`src/rtl/core/pvt_ram.sv`:
```
// Generic single-write, single-read RAM with registered read data.
// No dependencies.
module pvt_ram #(
  parameter int WIDTH = 32,
  parameter int DEPTH = 32
) (
  input  logic                     clk,
  input  logic                     wr_en,
  input  logic [$clog2(DEPTH)-1:0] wr_addr,
  input  logic [WIDTH-1:0]         wr_data,
  input  logic                     rd_en,
  input  logic [$clog2(DEPTH)-1:0] rd_addr,
  output logic [WIDTH-1:0]         rd_data
);

  logic [WIDTH-1:0] mem_r [DEPTH];

  always_ff @(posedge clk) begin
    if (wr_en) begin
      mem_r[wr_addr] <= wr_data;
    end
    if (rd_en) begin
      rd_data <= mem_r[rd_addr];
    end
  end

endmodule

```
`config.mk`:
```
export PLATFORM = sky130hd
export DESIGN_NAME = pvt_ram
export DESIGN_NICKNAME = d
export VERILOG_FILES = /design/src/rtl/core/pvt_ram.sv
export SDC_FILE = /design/constraint.sdc
export NUM_CORES = 1
export LEC_CHECK = 0
export BUFFER_PORTS_ARGS = -buffer_cell sky130_fd_sc_hd__buf_2
export CAP_MARGIN = 20
export CORE_AREA = 2 2 289 291
export DETAILED_ROUTE_END_ITERATION = 10
export DIE_AREA = 0 0 291 293
export PLACE_DENSITY_LB_ADDON = 0.15
export SYNTH_ARGS = -nofsm -noshare
export SYNTH_HDL_FRONTEND = slang
export SYNTH_SLANG_ARGS = --single-unit
export TNS_END_PERCENT = 5
```
`constraint.sdc`:
```
create_clock -name clk -period 3.55 [get_ports clk]
set_clock_uncertainty 0.15 [all_clocks]
set_input_delay 0.1775 -clock clk [delete_from_list [all_inputs] [get_ports clk]]
set_output_delay 0.1775 -clock clk [all_outputs]
set_load 0.02 [all_outputs]
```
# Yosys cells after proc, flatten, opt, wreduce, memory -nomap -nowiden

Memories as Yosys holds them, arrays and structs flattened. A register that Yosys moved wholly into a read port is not among the register bits.
Cells that the tools add are included.

Mux-type cells: 2

Operators with widths:

| kind   | number |
|---|---|
| $mux 1 | 2 |

Register bits: 0
RAM bits: 1,024
Output and inout port bits: 32
Word-level logic and storage cells: 3
Memories kept: 1

Memory list:

| memory | words | bits a word | rd ports | clocked after Yosys merged registers in | write ports | RTL line | RTL |
|---|---|---|---|---|---|---|---|
| mem_r  | 32    | 32          | 1        | 1                                       | 1           | 16       | `logic [WIDTH-1:0] mem_r [DEPTH];` |

# Longest topological paths before layout

Depth after elaboration: 2
Depth in mapped cells: 8
Mapped depth without buffers: 5

# Worst setup path after synthesis

No wires, ideal clock.

Path type: input-to-reg
From: input port wr_addr[1]
To: memory mem_r[12][0] (enable)
Data arrival time: 2.190 ns
Slack: 0.788 ns
Stages: 3
Cells stage by stage: or3b_2 -> clkbuf_1 -> nor2_1

RTL lines:

| what            | RTL line | RTL |
|---|---|---|
| start, declared | 9        | `input logic [$clog2(DEPTH)-1:0] wr_addr,` |
| end, declared   | 16       |  |

Straight into the memory's write port.

==> summary.md <==
| Metric | Value |
|---|---|
| CP Launch Point | rd_addr[2] |
| Reg2Reg Depth | 5 |
| Mapped Avg Cell Area | 18.1 um^2 |
| DR vias | 21500 |
| Leakage power | 16.3 nW |
| Fin crit share | 0.699 |
| Hold WS | 36.9 ps |
| TritonCTS Buffers | 106 |
| Mapped Area | 40800 um^2 |
| # clock sinks | 1056 |
| Adder-cell share of the synthesized area | 0 |
| Relative slew slack | 0.250 |
| Synth area leaders | edfxtp_1 (78%), mux2i_1 (13%), a22oi_1 (1.8%), a22o_1 (1.4%), nand3_1 (1.2%) |
| Sequential share of power | 0.529 |
| Synth Register Bits | 1056 |
| Post-synth ARST share | 0 |
| Simple-gate portion of the synthesized area | 0.0308 |
| Crit path capture | rd_data[7]$_DFFE_PP_ |
| Per-cell routed wire length | 28.6 um |
| Core Area | 81800 um^2 |
| Nets | 2487 |
| Worst reg-to-reg setup slack | 1830 ps |
| Post-synth top area share | 0.777 |
| Count of different cell masters after synthesis | 24 |
| Worst-path fanout max | 26 |
| Vias in the first global route | 21700 |
| Post-Synthesis Cells | 2260 |
| Number of synthesized flops with an enable pin | 1056 |
| Starting Density | 0.499 |
| Critical setup path kind | in2reg |
| Initial antenna violation count | 2 |
| Area of the multi-input gates | 8610 um^2 |
| Top cells by count, synth | edfxtp_1 (1056), mux2i_1 (512), nand2_1 (98), nand3_1 (98) |
| Nature of the critical path startpoint | input port |
| Drc violations | 0 |
| Post-synthesis mux area share | 0.126 |
| Syn Nets | 2305 |
| CP max-delay cell | and2b_4 |
| Worst Max-Slew Pin Slew | 1120 ps |
| Total power | 0.0264 W |
| Compound-cell area share of the yosys netlist | 0.0481 |
| Cells along the critical path | dlygate4sd3_1 > buf_2 > and2b_4 > buf_4 > a22o_1 > nor3_1 > a31oi_1 > nand3_1 |
| Seq/Total Area, Yosys | 0.777 |
| Std-Cell Rows | 105 |
| Logic gate share of total power | 0.053 |
| Gpl congestion | 0.768 |
| Worst reg2reg startpoint | mem_r[7][7]$_DFFE_PP_ |
| Vias per cell | 5.98 |
| WL final | 103000 um |
| Longest Clk Path Bufs | 3 |
| Yosys warnings | 0 |
| Ys flop type | edfxtp_1 |
| Gr usage total | 0.242 |
| Fill count | 6098 |
| CTS tree | done |
| Overflow after GRT | 0 |
| Count leader, synth | edfxtp_1 |
| Clk root buf | clkbuf_16 |
| Worst vdd ir | 0.000404 V |
| Int Pwr | 0.0207 W |
| Clock Power Share | 0.418 |
| CP Capture Type | flip-flop |
| Register area | 31700 um^2 |
| Post-synth top area cell | edfxtp_1 |
| R2R Path End | rd_data[7]$_DFFE_PP_ |
| Synth Area in XOR/XNOR | 0 |
| Antenna Nets Post-Route | 0 |
| Pins Over Slew Limit | 0 |
| First-pass GRT wire length | 149000 um |
| Port buffer count | 76 |
| DR iter-0 viols | 2102 |
| Layout cell share with drive strength beyond 1 | 0.144 |
| Power Density | 564 nW/um^2 |
| H-tree Lvls | 3 |
| Largest family of logic cells by synthesized area | multiplexers |
| Sw Pwr | 0.00566 W |
| Max_cap viols | 0 |
| Post-CTS Setup Inserts | 0 |
| Critical Path RT | 3730 ps |
| Setup violators final | 0 |
| Layout Area Growth over Synthesis | 14.8% |
| Hold Crit Class | in2reg |
| CP max stage delay | 600 ps |
| Post-DP HPWL | 56600 um |
| Period minus WS final | 2480 ps |
| Clk_lat worst skew | 670 ps |
| Die area | 85300 um^2 |
| I/O pin cnt | 77 |
| Clk slew on worst S/H paths | 60 ps |
| Antenna Cells | 0 |
| Unrepaired setup endpoints after global routing | false |
| Largest net degree at the start of global routing | 74 |
| Die height | 293 um |
| Drt pass-1 iters | 5 |
| Die X-Extent | 291 um |
| Peak Freq | 403 MHz |
| Sw Share | 0.214 |
| Placed Instances | 3369 |
| Final Non-Filler Cells | 3599 |
| Outcome | finished clean |
| Post-route setup TNS | 0 ps |
| Core Util, Final | 0.572 |
| CP arrival | 2660 ps |
| Endpoints failing hold | 0 |
==> sequential cells by signal (all words and copies together), names as in the netlist <==
register / flops
rd_data: 32
mem_r: 1024
==> how the worst min path moves through the flow <==
stage | from | to | slack, ps | depth (start not counted)
after floorplan | wr_data[0] | mem_r[0][0]$_DFFE_PP_ | 130 | 0
after global placement | rd_data[7]$_DFFE_PP_ | rd_data[7] | 480 | 1
after detailed placement | rd_data[2]$_DFFE_PP_ | rd_data[2] | 480 | 1
after CTS | rd_addr[1] | rd_data[13]$_DFFE_PP_ | 20 | 5
after global routing | rd_addr[1] | rd_data[13]$_DFFE_PP_ | 100 | 5
final | rd_addr[1] | rd_data[13]$_DFFE_PP_ | 40 | 5
==> placed cells by master, fill, tap and decap left out, types with 3 or more instances in the layout <==
cell	count
a31oi_1	32
buf_2	75
nand3b_1	5
buf_4	64
nor3_1	32
nand2_1	97
a21oi_1	96
clkinv_1	24
or3b_2	3
clkinv_2	28
buf_12	26
nor2_4	33
clkbuf_1	15
dlygate4sd3_1	35
a22o_1	64
edfxtp_1	1056
a22oi_1	96
nand3_1	98
clkbuf_16	106
bufinv_16	12
mux2i_1	512
==> layout make-up <==
| class | count | area share |
|---|---|---|
| clock buffers | 121 | 0.0578 |
| multi-input cells | 1077 | 0.184 |
| clock inverters | 74 | 0.0157 |
| well taps | 1070 | 0.0286 |
| flip-flops and latches | 1056 | 0.677 |
| repair buffers | 201 | 0.0372 |
==> critical path, delay by kind of cell <==
| family | cells | cell delay [ps] |
|---|---|---|
| and+or+nand+nor | 3 | 920 |
| AOI/OAI and AO/OA | 2 | 410 |
| buffers and inverters | 3 | 1130 |
==> per-layer routing <==
| metal | vias up | share of wire | GRT usage |
|---|---|---|---|
| met5 | - | 0.00013 | 0 |
| met4 | 2 | 0.027 | 0.0757 |
| met3 | 161 | 0.062 | 0.0355 |
| met2 | 755 | 0.49 | 0.400 |
| met1 | 11200 | 0.42 | 0.334 |
| li1 | 9391 | - | - |
==> through the flow <==
step                      area [um^2]  setup slack [ps]
after global placement          43100               978
after CTS                       46800              1110
after detailed placement        43100               946
after floorplan                 40800               788
after global routing            46800              1020
final                           46800              1070
==> cells by family (layout without fill, tap and decap cells) <==
logic type | after synthesis | count (layout)
DFF | 1056 | 1056
muxes | 512 | 512
AOI/OAI and AO/OA | 288 | 288
and+or+nand+nor | 277 | 277
buffers and inverters | 127 | 396
==> timing repair <==
item	CTS	global route
resized for setup	0	0
hold endpoints to repair	1042	0
hold buffers	35	0
==> power by group through the flow <==
stage	clock network [W]	registers, W	logic [W]
final	0.0110	0.0140	0.00139
after global routing	0.0117	0.0140	0.00148
after CTS	0.0112	0.0140	0.00139
after detailed placement	0	0.0142	0.00136
after global placement	0	0.0142	0.00134
after floorplan	0	0.0143	0.000717
Note: power is estimated with default switching activity, not from simulation.
